<file path="src/hw/rtl/tlvd_pkg.sv">
// tlvd_pkg: types, codes and the type-byte decoder shared by the tlv deframer
// no dependencies; compile first
package tlvd_pkg;

  // result kinds
  localparam logic [1:0] KIND_PAYLOAD = 2'd0;
  localparam logic [1:0] KIND_EMPTY   = 2'd1;
  localparam logic [1:0] KIND_ERROR   = 2'd2;

  // frame type codes
  localparam logic [2:0] TYPE_F = 3'd0;
  localparam logic [2:0] TYPE_O = 3'd1;
  localparam logic [2:0] TYPE_L = 3'd2;
  localparam logic [2:0] TYPE_D = 3'd3;
  localparam logic [2:0] TYPE_E = 3'd4;

  // ascii type bytes
  localparam logic [7:0] BYTE_F = 8'h46;
  localparam logic [7:0] BYTE_O = 8'h4f;
  localparam logic [7:0] BYTE_L = 8'h4c;
  localparam logic [7:0] BYTE_D = 8'h44;
  localparam logic [7:0] BYTE_E = 8'h45;

  // deframer phase, one-hot
  typedef enum logic [6:0] {
    PH_TYPE    = 7'b0000001,
    PH_LEN1    = 7'b0000010,
    PH_LEN2    = 7'b0000100,
    PH_LEN3    = 7'b0001000,
    PH_LEN4    = 7'b0010000,
    PH_PAYLOAD = 7'b0100000,
    PH_HALTED  = 7'b1000000
  } phase_t;

  typedef struct packed {
    logic [1:0] kind;
    logic [2:0] frame_type;
    logic [7:0] payload_byte;
    logic       frame_end;
  } result_t;

  typedef struct packed {
    logic    valid;
    result_t data;
  } res_t;

  typedef struct packed {
    logic       known;
    logic [2:0] code;
  } type_dec_t;

  function automatic type_dec_t decode_type(logic [7:0] b);
    type_dec_t d;
    d.known = 1'b1;
    d.code  = TYPE_F;
    case (b)
      BYTE_F:  d.code = TYPE_F;
      BYTE_O:  d.code = TYPE_O;
      BYTE_L:  d.code = TYPE_L;
      BYTE_D:  d.code = TYPE_D;
      BYTE_E:  d.code = TYPE_E;
      default: d.known = 1'b0;
    endcase
    return d;
  endfunction

endpackage

</file>
<file path="src/hw/rtl/tlvd_ifs.sv">
// tlvd channel interfaces: byte input channel and result channel
// depends on nothing; compile after tlvd_pkg
interface tlvd_in_if;
  logic       valid;
  logic       ready;
  logic [7:0] data_byte;
  modport source (output valid, output data_byte, input ready);
  modport sink   (input valid, input data_byte, output ready);
endinterface

interface tlvd_out_if;
  logic       valid;
  logic       ready;
  logic [1:0] kind;
  logic [2:0] frame_type;
  logic [7:0] payload_byte;
  logic       frame_end;
  modport source (output valid, output kind, output frame_type, output payload_byte,
                  output frame_end, input ready);
  modport sink   (input valid, input kind, input frame_type, input payload_byte,
                  input frame_end, output ready);
endinterface

</file>
<file path="src/hw/rtl/tlvd_core.sv">
// tlvd_core: phase, frame type and byte count; computes the result of one byte
// depends on tlvd_pkg
module tlvd_core (
  input  logic           clk,
  input  logic           rst_n,
  input  logic           step,
  input  logic [7:0]     data_byte,
  output tlvd_pkg::res_t res
);

  tlvd_pkg::phase_t phase_r, phase_nxt;
  logic [2:0]       type_r, type_nxt;
  logic [31:0]      left_r, left_nxt;
  tlvd_pkg::type_dec_t dec;
  logic [31:0]      len_shift;
  logic [31:0]      left_dec;

  assign dec       = tlvd_pkg::decode_type(data_byte);
  assign len_shift = {left_r[23:0], data_byte};
  assign left_dec  = left_r - 32'd1;

  always_comb begin
    phase_nxt = phase_r;
    type_nxt  = type_r;
    left_nxt  = left_r;
    res.valid = 1'b0;
    res.data.kind         = tlvd_pkg::KIND_PAYLOAD;
    res.data.frame_type   = type_r;
    res.data.payload_byte = data_byte;
    res.data.frame_end    = 1'b0;
    case (phase_r)
      tlvd_pkg::PH_TYPE: begin
        if (dec.known) begin
          type_nxt  = dec.code;
          left_nxt  = 32'd0;
          phase_nxt = tlvd_pkg::PH_LEN1;
        end else begin
          res.valid           = 1'b1;
          res.data.kind       = tlvd_pkg::KIND_ERROR;
          res.data.frame_type = tlvd_pkg::TYPE_F;
          phase_nxt           = tlvd_pkg::PH_HALTED;
        end
      end
      tlvd_pkg::PH_LEN1: begin
        left_nxt  = len_shift;
        phase_nxt = tlvd_pkg::PH_LEN2;
      end
      tlvd_pkg::PH_LEN2: begin
        left_nxt  = len_shift;
        phase_nxt = tlvd_pkg::PH_LEN3;
      end
      tlvd_pkg::PH_LEN3: begin
        left_nxt  = len_shift;
        phase_nxt = tlvd_pkg::PH_LEN4;
      end
      tlvd_pkg::PH_LEN4: begin
        left_nxt = len_shift;
        if (len_shift == 32'd0) begin
          res.valid             = 1'b1;
          res.data.kind         = tlvd_pkg::KIND_EMPTY;
          res.data.payload_byte = 8'd0;
          res.data.frame_end    = 1'b1;
          phase_nxt             = tlvd_pkg::PH_TYPE;
        end else begin
          phase_nxt = tlvd_pkg::PH_PAYLOAD;
        end
      end
      tlvd_pkg::PH_PAYLOAD: begin
        left_nxt           = left_dec;
        res.valid          = 1'b1;
        res.data.frame_end = (left_dec == 32'd0);
        if (left_dec == 32'd0) begin
          phase_nxt = tlvd_pkg::PH_TYPE;
        end
      end
      default: begin
        // halted: swallow everything until reset
        phase_nxt = tlvd_pkg::PH_HALTED;
      end
    endcase
  end

  always_ff @(posedge clk) begin
    if (!rst_n) begin
      phase_r <= tlvd_pkg::PH_TYPE;
      type_r  <= tlvd_pkg::TYPE_F;
      left_r  <= 32'd0;
    end else if (step) begin
      phase_r <= phase_nxt;
      type_r  <= type_nxt;
      left_r  <= left_nxt;
    end
  end

  a_err_halts: assert property (@(posedge clk) disable iff (!rst_n)
    step && res.valid && res.data.kind == tlvd_pkg::KIND_ERROR |=> phase_r == tlvd_pkg::PH_HALTED)
    else $error("error result did not halt the deframer");

  a_halt_silent: assert property (@(posedge clk) disable iff (!rst_n)
    phase_r == tlvd_pkg::PH_HALTED |-> !res.valid)
    else $error("result produced while halted");

  a_last_byte: assert property (@(posedge clk) disable iff (!rst_n)
    step && phase_r == tlvd_pkg::PH_PAYLOAD && left_r == 32'd1 |=> phase_r == tlvd_pkg::PH_TYPE)
    else $error("last payload byte did not return to type phase");

  a_payload_nonzero: assert property (@(posedge clk) disable iff (!rst_n)
    phase_r == tlvd_pkg::PH_PAYLOAD |-> left_r != 32'd0)
    else $error("payload phase with zero bytes left");

endmodule

</file>
<file path="src/hw/rtl/tlvd_out_reg.sv">
// tlvd_out_reg: result register driving the result channel
// depends on tlvd_pkg and tlvd_ifs
module tlvd_out_reg (
  input  logic              clk,
  input  logic              rst_n,
  input  logic              load,
  input  tlvd_pkg::result_t din,
  output logic              free,
  tlvd_out_if.source        out_ch
);

  logic              valid_r;
  tlvd_pkg::result_t data_r;

  assign free = !valid_r || out_ch.ready;

  always_ff @(posedge clk) begin
    if (!rst_n) begin
      valid_r <= 1'b0;
    end else if (load) begin
      valid_r <= 1'b1;
    end else if (out_ch.ready) begin
      valid_r <= 1'b0;
    end
  end

  always_ff @(posedge clk) begin
    if (load) begin
      data_r <= din;
    end
  end

  assign out_ch.valid        = valid_r;
  assign out_ch.kind         = data_r.kind;
  assign out_ch.frame_type   = data_r.frame_type;
  assign out_ch.payload_byte = data_r.payload_byte;
  assign out_ch.frame_end    = data_r.frame_end;

endmodule

</file>
<file path="src/hw/rtl/tlv_frame_deframer.sv">
// tlv_frame_deframer: byte-stream type/length/value deframer, top level
// depends on tlvd_pkg, tlvd_ifs, tlvd_core and tlvd_out_reg
//
// usage
//   in_ch carries one raw stream byte per request (valid/ready); out_ch carries
//   one result per payload byte, one per empty frame and one for an unknown
//   type byte. header bytes (type and four big-endian length bytes) give none.
//   after an unknown type byte the block swallows all input until reset.
// throughput
//   one byte per cycle sustained while out_ch takes results; the work per byte
//   is a type decode or length byte shift, a phase update and a 32-bit count
//   decrement and compare between the input register and the result register.
// result path
//   a byte lands in the input register at its accepting edge; its result is
//   loaded into the result register when the byte leaves the input register,
//   which a result on out_ch that is not yet taken can hold back, and from
//   there it is presented on out_ch.
// reset
//   rst_n low for one edge empties both registers and returns the phase to
//   awaiting a type byte with the count and type cleared.
// stall
//   while out_ch holds a result that is not taken, a byte that needs a result
//   waits in the input register and in_ch.ready drops; header and ignored
//   bytes keep flowing since they need no result slot.
module tlv_frame_deframer (
  input  logic       clk,
  input  logic       rst_n,
  tlvd_in_if.sink    in_ch,
  tlvd_out_if.source out_ch
);

  // input register
  logic       in_v_r;
  logic [7:0] in_byte_r;

  tlvd_pkg::res_t res;
  logic           out_free;
  logic           adv;

  // byte leaves the input register when it needs no result or the slot frees
  assign adv         = in_v_r && (!res.valid || out_free);
  assign in_ch.ready = !in_v_r || adv;

  always_ff @(posedge clk) begin
    if (!rst_n) begin
      in_v_r <= 1'b0;
    end else if (in_ch.ready) begin
      in_v_r <= in_ch.valid;
    end
  end

  always_ff @(posedge clk) begin
    if (in_ch.ready && in_ch.valid) begin
      in_byte_r <= in_ch.data_byte;
    end
  end

  // phase / count state and per-byte result
  tlvd_core u_core (
    .clk       (clk),
    .rst_n     (rst_n),
    .step      (adv),
    .data_byte (in_byte_r),
    .res       (res)
  );

  // result register
  tlvd_out_reg u_out (
    .clk    (clk),
    .rst_n  (rst_n),
    .load   (adv && res.valid),
    .din    (res.data),
    .free   (out_free),
    .out_ch (out_ch)
  );

  a_held_byte: assert property (@(posedge clk) disable iff (!rst_n)
    in_v_r && !adv |=> in_v_r && $stable(in_byte_r))
    else $error("stalled input byte lost");

  a_result_loaded: assert property (@(posedge clk) disable iff (!rst_n)
    adv && res.valid |=> out_ch.valid)
    else $error("result not presented after advance");

endmodule

</file>
<file path="src/flat_wrapper.sv">
// flat-port wrapper written by rule: the top's interface ports become plain ports
module tlv_frame_deframer_flat 
  (clk, rst_n, in_ch_valid, in_ch_data_byte, in_ch_ready, out_ch_valid, out_ch_kind, out_ch_frame_type, out_ch_payload_byte, out_ch_frame_end, out_ch_ready);
  tlvd_in_if in_ch_i ();
  tlvd_out_if out_ch_i ();
  input  logic clk;
  input  logic rst_n;
  input wire logic [$bits(in_ch_i.valid)-1:0] in_ch_valid;
  input wire logic [$bits(in_ch_i.data_byte)-1:0] in_ch_data_byte;
  output wire logic [$bits(in_ch_i.ready)-1:0] in_ch_ready;
  output wire logic [$bits(out_ch_i.valid)-1:0] out_ch_valid;
  output wire logic [$bits(out_ch_i.kind)-1:0] out_ch_kind;
  output wire logic [$bits(out_ch_i.frame_type)-1:0] out_ch_frame_type;
  output wire logic [$bits(out_ch_i.payload_byte)-1:0] out_ch_payload_byte;
  output wire logic [$bits(out_ch_i.frame_end)-1:0] out_ch_frame_end;
  input wire logic [$bits(out_ch_i.ready)-1:0] out_ch_ready;
  assign in_ch_i.valid = in_ch_valid;
  assign in_ch_i.data_byte = in_ch_data_byte;
  assign in_ch_ready = in_ch_i.ready;
  assign out_ch_valid = out_ch_i.valid;
  assign out_ch_kind = out_ch_i.kind;
  assign out_ch_frame_type = out_ch_i.frame_type;
  assign out_ch_payload_byte = out_ch_i.payload_byte;
  assign out_ch_frame_end = out_ch_i.frame_end;
  assign out_ch_i.ready = out_ch_ready;
  tlv_frame_deframer u_core (.clk(clk), .rst_n(rst_n), .in_ch(in_ch_i), .out_ch(out_ch_i));
endmodule
</file>
<file path="config.mk">
export PLATFORM = sky130hd
export DESIGN_NAME = tlv_frame_deframer_flat
export DESIGN_NICKNAME = d
export VERILOG_FILES = /design/src/hw/rtl/tlvd_pkg.sv /design/src/hw/rtl/tlvd_ifs.sv /design/src/hw/rtl/tlvd_core.sv /design/src/hw/rtl/tlvd_out_reg.sv /design/src/hw/rtl/tlv_frame_deframer.sv /design/src/flat_wrapper.sv
export SDC_FILE = /design/constraint.sdc
export NUM_CORES = 1
export LEC_CHECK = 0
export BUFFER_PORTS_ARGS = -buffer_cell sky130_fd_sc_hd__buf_2
export CORE_ASPECT_RATIO = 1.1
export CORE_UTILIZATION = 45
export DETAILED_ROUTE_END_ITERATION = 8
export HOLD_SLACK_MARGIN = 0.12
export SYNTH_ARGS = -nofsm -noshare
export SYNTH_HDL_FRONTEND = slang
export SYNTH_HIERARCHICAL = 1
export SYNTH_SLANG_ARGS = --single-unit
export TNS_END_PERCENT = 20
</file>
<file path="constraint.sdc">
create_clock -name clk -period 3.8 [get_ports clk]
set_input_delay 0.38 -clock clk [delete_from_list [all_inputs] [get_ports clk]]
set_output_delay 0.38 -clock clk [all_outputs]
set_load 0.03 [all_outputs]
</file>
Word level (Yosys, flattened, before mapping). Index checks and enable logic that the tools add are counted.

Bits in registers: 66. Bits in latches: 0. Bits in writable memories: 0. Bits in read-only memories: 0. Input port bits: 12. Output and inout port bits: 16. Logic and storage cells: 60. Memories: 0.

Add/subtract/negate cells: 1. $mul: 0. Div/mod/pow operators: 0. $lt $le $gt $ge: 0. Equal/unequal tests: 13. Shift operators: 0. Mux-type cells: 18. Bitwise gates (word level): 0. Reductions and logical operators: 18.

Operators by type and width (number): 32-bit case mux with 3 select lines (1); 32-bit zero test (2); 7-bit case mux with 6 select lines (1); 8-bit by 7-bit == test with 1-bit output (second input constant) (5); 32-bit two-way mux (1); 32-bit by 1-bit subtractor with 32-bit output (second input constant) (1); 7-bit two-way mux (2); 6-bit two-way mux (2); 3-bit case mux with 4 select lines (1); 9-bit two-way mux (1); 8-bit two-way mux (1); 7-bit by 1-bit == test with 1-bit output (second input constant) (1); 7-bit by 2-bit == test with 1-bit output (second input constant) (1); 7-bit by 3-bit == test with 1-bit output (second input constant) (1); 7-bit by 4-bit == test with 1-bit output (second input constant) (1); 7-bit by 5-bit == test with 1-bit output (second input constant) (1); 7-bit by 6-bit == test with 1-bit output (second input constant) (1); 3-bit two-way mux (2); 3-bit AND reduction (2); 5-bit OR reduction (1); 2-bit inequality test (second input constant) (2); 2-bit case mux with 2 select lines (1); 4-bit OR reduction (1); 1-bit logical AND (3); other kinds (8) (14).

Longest topological paths before layout.
Depth after elaboration: 10. Gate-level depth with buffers: 15. Gate-level depth less buffers: 12.

Hierarchy. Netlist, hierarchy kept.

By module, submodules not included: tlvd_core (instances 1, cells an instance 440, area each 3123.0 um2, sequential area each 840.8 um2); tlvd_out_reg (instances 1, cells an instance 18, area each 469.2 um2, sequential area each 440.4 um2); tlv_frame_deframer (instances 1, cells an instance 16, area each 322.8 um2, sequential area each 260.2 um2).

Worst setup path before layout. No wires, ideal clock.

Kind: register to register. Start point: register u_core.u_core.left_r[0]. End point: register u_core.u_core.left_r[17]. Arrival: 3058 ps. Path slack: 615 ps. Stages on the path, launching flop included: 14. Path buffers: 2. Cell sequence: dfxtp_1 -> buf_2 -> inv_1 -> ha_1 -> nor3b_1 -> nand3_1 -> nor3_1 -> nand3_1 -> nand3_1 -> a21boi_0 -> o311ai_2 -> clkbuf_1 -> a2bb2oi_1 -> nor2_1.

RTL lines: from (decl) (RTL line tlvd_core.sv:13) `logic [31:0] left_r, left_nxt;`; from (signal assigned) (RTL line tlvd_core.sv:91) `left_r <= left_nxt;`.

==> reports/qor.csv <==
metric,value,unit
required,4.00,ns
synth_cell_type_count,69,
drtPass1Iterations,5,
clk_latency,0.35,ns
synth_area_leaders,"dfxtp_1 22%, edfxtp_1 17%, nor2_1 6.0%",
period_minus_slack,3.30,ns
ioPinCount,28,
fin_crit_sh,86.9,%
synth.avg_cell_area,8.26,um2
worst_slack,0.500,ns
rr_endpoint,u_core/u_core/left_r[24]$_SDFFE_PN0P_,
outcome,finished clean,
wl_met1,4610,um
synthMuxAreaShare,1.02,%
p_leak,1.65,nW
drt-vias-per-instance,6.09,
cp_max_fo,37,
fin_nets,494,
setup_tns,0,ns
async_reset_ff_share,0,%
finalHoldViolCount,0,
track_usage,24.8,%
synth_fa_ha_area_share,0.639,%
grt-ovfl-total,0,
slew_viol_final,0,
wirelength,10500,um
finalSetupViolCount,0,
numCtsBuffers,9,
tightest_slew,1.07,ns
switching_share,29.5,%
powerDensity,431,nW/um2
synthDominantCellAreaShare,22.5,%
synth_compound_area_share,18.8,%
synth.net_count,488,
initial_core_util,46.6,%
dr_wl_met3,646,um
max-cap-violations,0,
synth_cells,474,
die_h,99.8,um
hold_class,in2reg,
critPathArrivalTime,3.50,ns
clockBufferDepth,2,
grt_pass1_vias,3507,
dr.max_layer_used,met4,
fin_util,51.8,%
synth_top_family_by_area,simple AND/OR/NAND/NOR gates,
rsz0062_at_grt,false,
route.met2.wl,4870,um
path_class,reg2reg,
power.internal,1.32,mW
startpoint,u_core/in_byte_r[7]$_DFFE_PP_,
reg2reg_depth,11,
n_antenna_cell,0,
port_buffers,27,
pwr-share-clk,39.1,%
synthesis.area,3920,um2
fin_skew,0.0166,ns
cts_root_buf,clkbuf_8,
ctsHtreeMaxLevel,3,
worst_setup_path_start_kind,flop,
gp_congestion,0.920,
synth_edf_count,22,
grt_max_degree,38,
final_layout_size_suffix_gt1_share,14.4,%
rows,35,
r2r-start,u_core/in_byte_r[7]$_DFFE_PP_,
switching_power,0.555,mW
cts_hold_buf,0,
vdd_ir_drop_max,0.163,mV
synth_xor_area_share,3.58,%
r2r_slack,0.50,ns
clock-sinks,66,
critPathCaptureType,flop,
post_cts_buffers,0,
dieArea,9080,um2
yosys_warnings,6,
drt-wirelength-per-cell,17.6,um
p_comb_share,19.2,%
postCtsResizedCells,0,
ys.flop_type,dfxtp_1,
seq_area_frac_synth,39.4,%
drtAntennaViolNets,0,
yosys_register_bits,66,
crit_path_end,u_core/u_core/left_r[24]$_SDFFE_PN0P_,
timing.fmax,303,MHz
pwr-share-seq,41.7,%
grt_pass1_wl,17700,um
pre_cts_ws,0.487,ns
clkTransAtPathRegs,0.08,ns
area_growth,11.3,%
dpl.hpwl,7110,um
vias,3630,
synth-simple-area-share,30.5,%
timing.slew.headroom,28.5,%
antenna_found_initial,0,
drc,0,
die_x,90.9,um
core,8410,um2
drt-initial-drc-count,290,
cts_tree,yes,
synth_top_area_cell,dfxtp_1,
through the flow:
stage	instance area [um2]	power, mW	instances	hold WS, ns
after floorplan	3920	1.05	474	0.441
after global placement	4110	1.15	580	0.458
after detailed placement	4110	1.15	580	0.464
after CTS	4360	1.89	596	0.191
after global routing	4360	1.97	596	0.185
final	4360	1.88	596	0.205
placed cells by master (no fill, tap or decap), drive strengths merged, types with 3 or more instances in the layout:
cell type  instances
xor2              11
or3                3
bufinv             3
o21ai             22
nor2              63
nand4             10
nand2b             8
dfxtp             44
nor4              14
a21oi             27
buf               40
inv               12
o31a               5
mux2i              4
o31ai              3
edfxtp            22
o41ai              3
a22oi              4
clkinv             3
clkbuf             9
xnor2              5
nand2             37
a21boi             5
and4b              5
a221oi             9
nor3b              5
nand4b             3
a211oi             4
nor4b              3
nor3              39
or2                3
and2               6
nand3             13
final cells by class:
class                           count  area, um2
Fill cell                         831       4050
Timing Repair Buffer               40        233
Inverter                           11       41.3
Clock buffer                        9        124
Tap cell                          111        139
Clock inverter                      7        125
Sequential cell                    66       1540
Multi-Input combinational cell    352       2160
layer usage:
layer	global-route usage, %	vias to the layer above
li1	-	1750
met1	30.9	1692
met2	40.3	161
met3	4.47	27
met4	15.0	0
met5	0	-
synthesized netlist by cell type, types with 3 or more instances:
| cell | number |
|---|---|
| nor2_1 | 63 |
| dfxtp_1 | 44 |
| nor3_1 | 39 |
| nand2_1 | 36 |
| clkbuf_1 | 31 |
| a21oi_1 | 27 |
| edfxtp_1 | 22 |
| o21ai_0 | 22 |
| nand3_1 | 13 |
| nor4_1 | 12 |
| buf_2 | 11 |
| inv_1 | 11 |
| xor2_1 | 11 |
| nand4_1 | 10 |
| a221oi_1 | 9 |
| nand2b_1 | 7 |
| and2_1 | 5 |
| and4b_1 | 5 |
| nor3b_1 | 5 |
| o31a_1 | 5 |
| xnor2_1 | 5 |
| a211oi_1 | 4 |
| a22oi_1 | 4 |
| mux2i_1 | 4 |
| a21boi_0 | 3 |
| nand4b_1 | 3 |
| nor4b_1 | 3 |
| o31ai_1 | 3 |
| o41ai_1 | 3 |
| or3_1 | 3 |
state kept, by name, indices dropped and copies added, names as in the netlist:
| signal | count |
|---|---|
| u_core/in_v_r | 1 |
| u_core/u_out/out_ch.kind | 2 |
| u_core/u_out/out_ch.frame_end | 1 |
| u_core/in_byte_r | 8 |
| u_core/u_out/out_ch.frame_type | 3 |
| u_core/u_core/phase_r | 7 |
| u_core/u_out/out_ch.valid | 1 |
| u_core/u_out/out_ch.payload_byte | 8 |
| u_core/u_core/left_r | 32 |
| u_core/u_core/type_r | 3 |
worst max-delay path: stages (launching register included):
cell	delay [ns]
edfxtp_1	0.43
or3_1	0.43
a2111oi_0	0.41
nand2b_1	0.33
nand3_1	0.20
a21boi_0	0.21
buf_4	0.22
o311a_1	0.18
buf_4	0.34
o21ai_0	0.16
a21oi_1	0.17
nor2_1	0.05
kinds of logic after synthesis:
| logic type | after synthesis |
|---|---|
| AO/OA/AOI/OAI | 106 |
| XOR/XNOR | 16 |
| adder cells (fa/ha/maj) | 2 |
| buffers and inverters | 56 |
| flip-flops | 66 |
| multiplexers | 4 |
| AND/OR/NAND/NOR | 224 |
power groups by stage:
stage          clock network (mW)  logic [mW]  registers (mW)
2_1_floorplan                   0       0.250           0.799
5_1_grt                     0.789       0.396           0.788
4_1_cts                     0.754       0.355           0.783
3_5_place_dp                    0       0.353           0.799
6_report                    0.736       0.360           0.784
3_3_place_gp                    0       0.354           0.799
worst min-delay path by stage:
stage,from,endpoint,slack (ns),cells after the start
2_1_floorplan,u_core/u_core/type_r[1]$_SDFFE_PN0P_,u_core/u_core/type_r[1]$_SDFFE_PN0P_,0.44,2
3_3_place_gp,u_core/in_byte_r[7]$_DFFE_PP_,u_core/u_out/out_ch.payload_byte[7]$_DFFE_PP_,0.46,0
3_5_place_dp,u_core/in_byte_r[5]$_DFFE_PP_,u_core/u_out/out_ch.payload_byte[5]$_DFFE_PP_,0.46,0
4_1_cts,in_ch_data_byte[4],u_core/in_byte_r[4]$_DFFE_PP_,0.19,1
5_1_grt,in_ch_data_byte[4],u_core/in_byte_r[4]$_DFFE_PP_,0.19,1
6_report,in_ch_data_byte[4],u_core/in_byte_r[4]$_DFFE_PP_,0.20,1
Power figures use the tool's default switching activity.
